**src/rtl/tclt_pkg.sv**
```systemverilog
// Shared types and constants for the texture cache slot tracker.
`default_nettype none
package tclt_pkg;

  typedef struct packed {
    logic [31:0] bitmap_key;
    logic [63:0] content_digest;
    logic [15:0] pixel_width;
    logic [15:0] pixel_height;
    logic [5:0]  texture_depth_bits;
    logic [63:0] now_stamp;
    logic [31:0] new_texture_handle;
  } req_t;

  typedef struct packed {
    logic [5:0]  slot_index;
    logic        was_hit;
    logic        upload_needed;
    logic        recreate_needed;
    logic [31:0] active_handle;
    logic        destroy_valid;
    logic [31:0] old_handle_to_destroy;
  } rsp_t;

  // Width of one stored slot record: key, digest, stamp, width, height, depth.
  localparam int unsigned RecW = 32 + 64 + 64 + 16 + 16 + 6;

  // Controller to datapath commands.
  typedef struct packed {
    logic load;       // capture the request
    logic scan_clr;   // restart the scan counter
    logic scan_rd;    // issue a read at the scan counter
    logic scan_step;  // evaluate returned data and advance
    logic slot_rd;    // read the chosen slot
    logic commit;     // write the slot and form the result
  } cmd_t;

  // Datapath to controller status.
  typedef struct packed {
    logic scan_last;  // scan counter on its final entry
    logic hit;        // key match found
    logic fill_left;  // never-used slots remain
    logic invalid_any;// an invalid slot exists
  } sts_t;

endpackage
`default_nettype wire

```
**src/rtl/tclt_ctrl.sv**
```systemverilog
// Sequencer for the key scan, victim choice and slot update.
`default_nettype none
module tclt_ctrl (
  input  wire logic          clk,
  input  wire logic          rst_n,
  input  wire logic          in_valid,
  output logic               in_ready,
  output logic               out_valid,
  input  wire logic          out_ready,
  input  wire tclt_pkg::sts_t sts,
  output tclt_pkg::cmd_t     cmd
);
  import tclt_pkg::*;

  typedef enum logic [6:0] {
    S_IDLE  = 7'b0000001,
    S_KRD   = 7'b0000010,
    S_KCHK  = 7'b0000100,
    S_ORD   = 7'b0001000,
    S_OCHK  = 7'b0010000,
    S_SLOT  = 7'b0100000,
    S_DONE  = 7'b1000000
  } state_t;

  state_t state_r, state_nxt;
  logic   oval_r, oval_nxt;

  assign in_ready  = (state_r == S_IDLE) && !oval_r;
  assign out_valid = oval_r;

  always_comb begin
    state_nxt = state_r;
    oval_nxt  = oval_r && !out_ready;
    cmd       = '0;
    case (state_r)
      S_IDLE: begin
        if (in_valid && in_ready) begin
          cmd.load     = 1'b1;
          cmd.scan_clr = 1'b1;
          state_nxt    = S_KRD;
        end
      end
      S_KRD: begin
        cmd.scan_rd = 1'b1;
        state_nxt   = S_KCHK;
      end
      S_KCHK: begin
        cmd.scan_step = 1'b1;
        if (sts.hit) begin
          state_nxt = S_SLOT;
        end else if (!sts.scan_last) begin
          state_nxt = S_KRD;
        end else if (sts.fill_left || sts.invalid_any) begin
          state_nxt = S_SLOT;
        end else begin
          cmd.scan_clr = 1'b1;
          state_nxt    = S_ORD;
        end
      end
      S_ORD: begin
        cmd.scan_rd = 1'b1;
        state_nxt   = S_OCHK;
      end
      S_OCHK: begin
        cmd.scan_step = 1'b1;
        state_nxt     = sts.scan_last ? S_SLOT : S_ORD;
      end
      S_SLOT: begin
        cmd.slot_rd = 1'b1;
        state_nxt   = S_DONE;
      end
      S_DONE: begin
        cmd.commit = 1'b1;
        oval_nxt   = 1'b1;
        state_nxt  = S_IDLE;
      end
      default: state_nxt = S_IDLE;
    endcase
  end

  always_ff @(posedge clk) begin
    if (!rst_n) begin
      state_r <= S_IDLE;
      oval_r  <= 1'b0;
    end else begin
      state_r <= state_nxt;
      oval_r  <= oval_nxt;
    end
  end
endmodule
`default_nettype wire

```
**config.mk**
```make
export PLATFORM = sky130hd
export DESIGN_NAME = tclt_ctrl
export DESIGN_NICKNAME = d
export VERILOG_FILES = /design/src/rtl/tclt_pkg.sv /design/src/rtl/tclt_ctrl.sv
export SDC_FILE = /design/constraint.sdc
export NUM_CORES = 1
export LEC_CHECK = 0
export ABC_AREA = 1
export BUFFER_PORTS_ARGS = -buffer_cell sky130_fd_sc_hd__buf_4
export CORE_AREA = 2 2 39 41
export DETAILED_ROUTE_END_ITERATION = 16
export DIE_AREA = 0 0 41 43
export REMOVE_ABC_BUFFERS = 1
export SYNTH_ARGS = -nofsm -noshare
export SYNTH_HDL_FRONTEND = slang
export SYNTH_SLANG_ARGS = --single-unit
```
**constraint.sdc**
```tcl
create_clock -name clk -period 2.4 [get_ports clk]
set_input_delay 0.12 -clock clk [delete_from_list [all_inputs] [get_ports clk]]
set_output_delay 0.12 -clock clk [all_outputs]
set_load 0.02 [all_outputs]
```
-- Word-level counts from Yosys, hierarchy flattened
Cells that the tools add are included.
- memories: 0
- memory bits (writable): 0
- output and inout port bits: 8
- flip-flop bits (word level): 8
- bits of input ports: 8
- latch bits: 0
- logic and storage cells: 35
- ROM bits: 0
- mux-type cells: 17
- eq/ne operators: 8
- shift operators: 0
- bitwise gates (word level): 0
- div/mod/pow operators: 0
- order comparisons: 0
- multipliers: 0
- add/subtract/negate cells: 0
- reduce and logical (&&, ||, !) cells: 8
- operator list (cell ; number):
    one-hot mux 7 bit (6 select lines) ; 1
    two-way mux 7 bit ; 3
    two-way mux 6 bit ; 2
    two-way mux 1 bit ; 9
    == test 7 x 1 -> 1 bit (second input constant) ; 1
    == test 7 x 2 -> 1 bit (second input constant) ; 1
    == test 7 x 3 -> 1 bit (second input constant) ; 1
    == test 7 x 4 -> 1 bit (second input constant) ; 1
    == test 7 x 5 -> 1 bit (second input constant) ; 1
    == test 7 x 6 -> 1 bit (second input constant) ; 1
    == test 7 bit (second input constant) ; 1
    OR reduction 2 bit ; 2
    logical AND 1 bit ; 3
    zero test 1 bit ; 2
    two-way mux 2 bit ; 1
    != test 2 x 1 -> 1 bit (second input constant) ; 1
    one-hot mux 1 bit (2 select lines) ; 1
    logical OR 1 bit ; 1

-- Longest topological paths before layout
- word-level depth: 5
- gate-level depth with buffers: 8

-- Worst setup path before layout
OpenSTA, ideal clock, no wires.
- kind: flip-flop to output port
- start point: register state_r[2]
- end point: output port cmd[4] (netlist name)
- data required time: 2280 ps
- stages on the path, launching flop included: 8
- arrival time: 1072 ps
- path slack: 1208 ps
- path through: dfxtp_1 > nor2_2 > nand2_1 > nor2_4 > inv_2 > nor2_4 > nand2_2 > nand2_1
- RTL lines (element ; line ; RTL):
    from (decl) ; tclt_ctrl.sv:25 ; state_t state_r, state_nxt;
    from (signal assigned) ; tclt_ctrl.sv:86 ; state_r <= state_nxt;
    to (decl) ; tclt_ctrl.sv:11 ; output tclt_pkg::cmd_t cmd

==> qor.txt <==
Run status: completed
Top-area cell type share of the netlist area: 0.335
FP Rows: 14
All-Layer GR Usage: 0.155
Dpl ws: 1.19 ns
FILL cells: 155
Flop pwr share: 0.383
Vias in the first global route: 459
Post-CTS Setup Bufs: 0
H-tree levels: 1
Die ar.: 1760 sq um
Die Width: 41 um
Fin. Hold Viols: 0
N_diodes: 0
Cell area after synthesis: 478 sq um
Cell internal pwr: 255 uW
Least-Margin Pin Slew: 0.244 ns
FF+latch count, synth: 8
CTS root buf: clkbuf_4
MaxCap Viol Count: 0
Clk buf depth: 2
RSZ-0062 raised after global routing: no
Sw Pwr: 134 uW
Syn_area_per_cell: 6.46 sq um
Clock Skew: 0.00293 ns
GP Congestion: 0.694
Avg Vias per Cell: 4.35
Cell Area, Placed: 611 sq um
Switch share: 0.344
Cell area power density: 615 nW/um^2
DRC Markers: 0
Slew HR: 0.836
Max-slew violations: 0
Syn. warnings: 0
Max FO, Critical Path: 3
Max IR drop VDD: 268 uV
Placed insts: 105
Post-synth top flop: dfxtp_1
Pre-Repair DR Iteration Count: 2
Final #Nets: 102
CTS Sinks: 8
Seq/Total Area, Yosys: 0.335
Worst min path class: in2reg
Inserted Clock Buffers: 3
Average wire per standard cell: 8.78 um
Top post-synthesis cells by area: dfxtp_1, nor2_1, inv_1
Yosys top cell by area: dfxtp_1
Share of cells above drive strength 1: 0.359
Post-Synthesis Cells: 74
Worst path arrival time: 1.35 ns
I/O Buffers: 15
Worst EP required: 2.28 ns
Starting Density: 0.345
# IOs: 16
Final WL: 948 um
P_leak: 0.000338 uW
Initial antenna violation count: 0
Post-CTS Resized: 0
Core ar.: 1380 sq um
CTS tree: built
First-pass GRT wire length: 1750 um
Crit path kind: reg2out
Post-cts hold buffer count: 0
Final Cell Area: 633 sq um
Area Overhead vs Synth: 32.5%
Post-route antenna net violation count: 0
Comb pwr share: 0.360
Final setup fails: 0
Initial DRC count: 3
Clock slew at reported path FFs: 0.05 ns
Synth cell types: 13
Later-pin clock latency in the skew report: 0.25 ns
Vias: 470
Sum of negative setup slack: 0 ns
Final WS setup: 0.928 ns
Minimum clock period: 1.47 ns
Aggregate global routing overflow: 0
Die Y: 43 um
Number of synthesized flops with an enable pin: 0
Fin crit share: 0.613
Startpoint Class: flop
Largest net degree at the start of global routing: 7
Critical path endpoint category: output port
Ys async rst share: 0
Max Freq: 0.679 GHz
Top-count cell post-synth: nor2_1
Non-Filler Instances: 108
Post-synth top cells: nor2_1, inv_1, nand2_1, dfxtp_1, nand3_1
Clock Power Share: 0.257
HPWL Detailed: 798 um
-- cell usage in the layout (no fill, tap or decap), types with 4 or more instances in the layout --
cell     Yosys  routed
nor2_2       4       4
nand2_1     11      11
buf_4        0      15
nor2_1      14      14
inv_1       13      13
inv_2        4       4
nand3_1      6       6
dfxtp_1      8       8
-- final timing paths --
check / from / endpoint / slack, ns / cells after the start
worst max register to register: state_r[2]$_SDFFE_PN0P_ / state_r[6]$_SDFFE_PN0P_ / 1.34 / 6
worst min register to register: state_r[3]$_SDFFE_PN0P_ / state_r[4]$_SDFFE_PN0P_ / 0.55 / 2
worst min-delay path: rst_n / state_r[1]$_SDFFE_PN0P_ / 0.11 / 3
worst max-delay path: state_r[2]$_SDFFE_PN0P_ / cmd[4] / 0.93 / 8
-- flip-flops by register name, indices dropped and copies added, names as in the netlist --
signal / cells
out_valid: 1
state_r: 7
-- critical path, cell delays in order, from the launching register on --
cell and delay, ns:
dfxtp_1 0.31, nor2_2 0.17, nand2_1 0.11, nor2_4 0.12
inv_2 0.06, nor2_4 0.09, nand2_2 0.06, nand2_1 0.05
buf_4 0.13
-- cell families after synthesis --
group                  Yosys count  share of synthesized area
AO/OA/AOI/OAI                    4                     0.0419
buffers and inverters           17                      0.134
flip-flops                       8                      0.335
AND/OR/NAND/NOR                 45                      0.490
-- final cells by class --
type | count | area (sq um) | share of cell area
tap | 16 | 20.0 | 0.0316
sequential | 8 | 160 | 0.253
multi-input combinational | 49 | 254 | 0.401
inverter | 17 | 63.8 | 0.101
clock buffer | 3 | 22.5 | 0.0356
timing repair buffer | 15 | 113 | 0.178
-- per-layer routing --
metal,up-vias,GRT usage,wire length [um]
met5,-,0,0
met4,0,0.140,36
met3,4,0.0314,61
met2,15,0.228,459
met1,194,0.175,391
li1,257,-,-
-- power by group through the flow --
| stage | registers (uW) | clock network (uW) | logic [uW] |
|---|---|---|---|
| after floorplan | 151 | 0 | 97.1 |
| after global placement | 151 | 0 | 140 |
| after detailed placement | 152 | 0 | 141 |
| after CTS | 149 | 105 | 142 |
| after global routing | 151 | 110 | 156 |
| final | 149 | 100 | 140 |
-- stage by stage --
stage | total power [uW] | hold WS, ns | utilization
floorplan | 248 | 0.240 | -
global placement | 292 | 0.364 | 0.441
detailed placement | 293 | 0.369 | 0.441
CTS | 396 | 0.102 | 0.458
global route | 417 | 0.117 | 0.458
finish | 389 | 0.106 | 0.458
(Power assumes the default switching activity.)
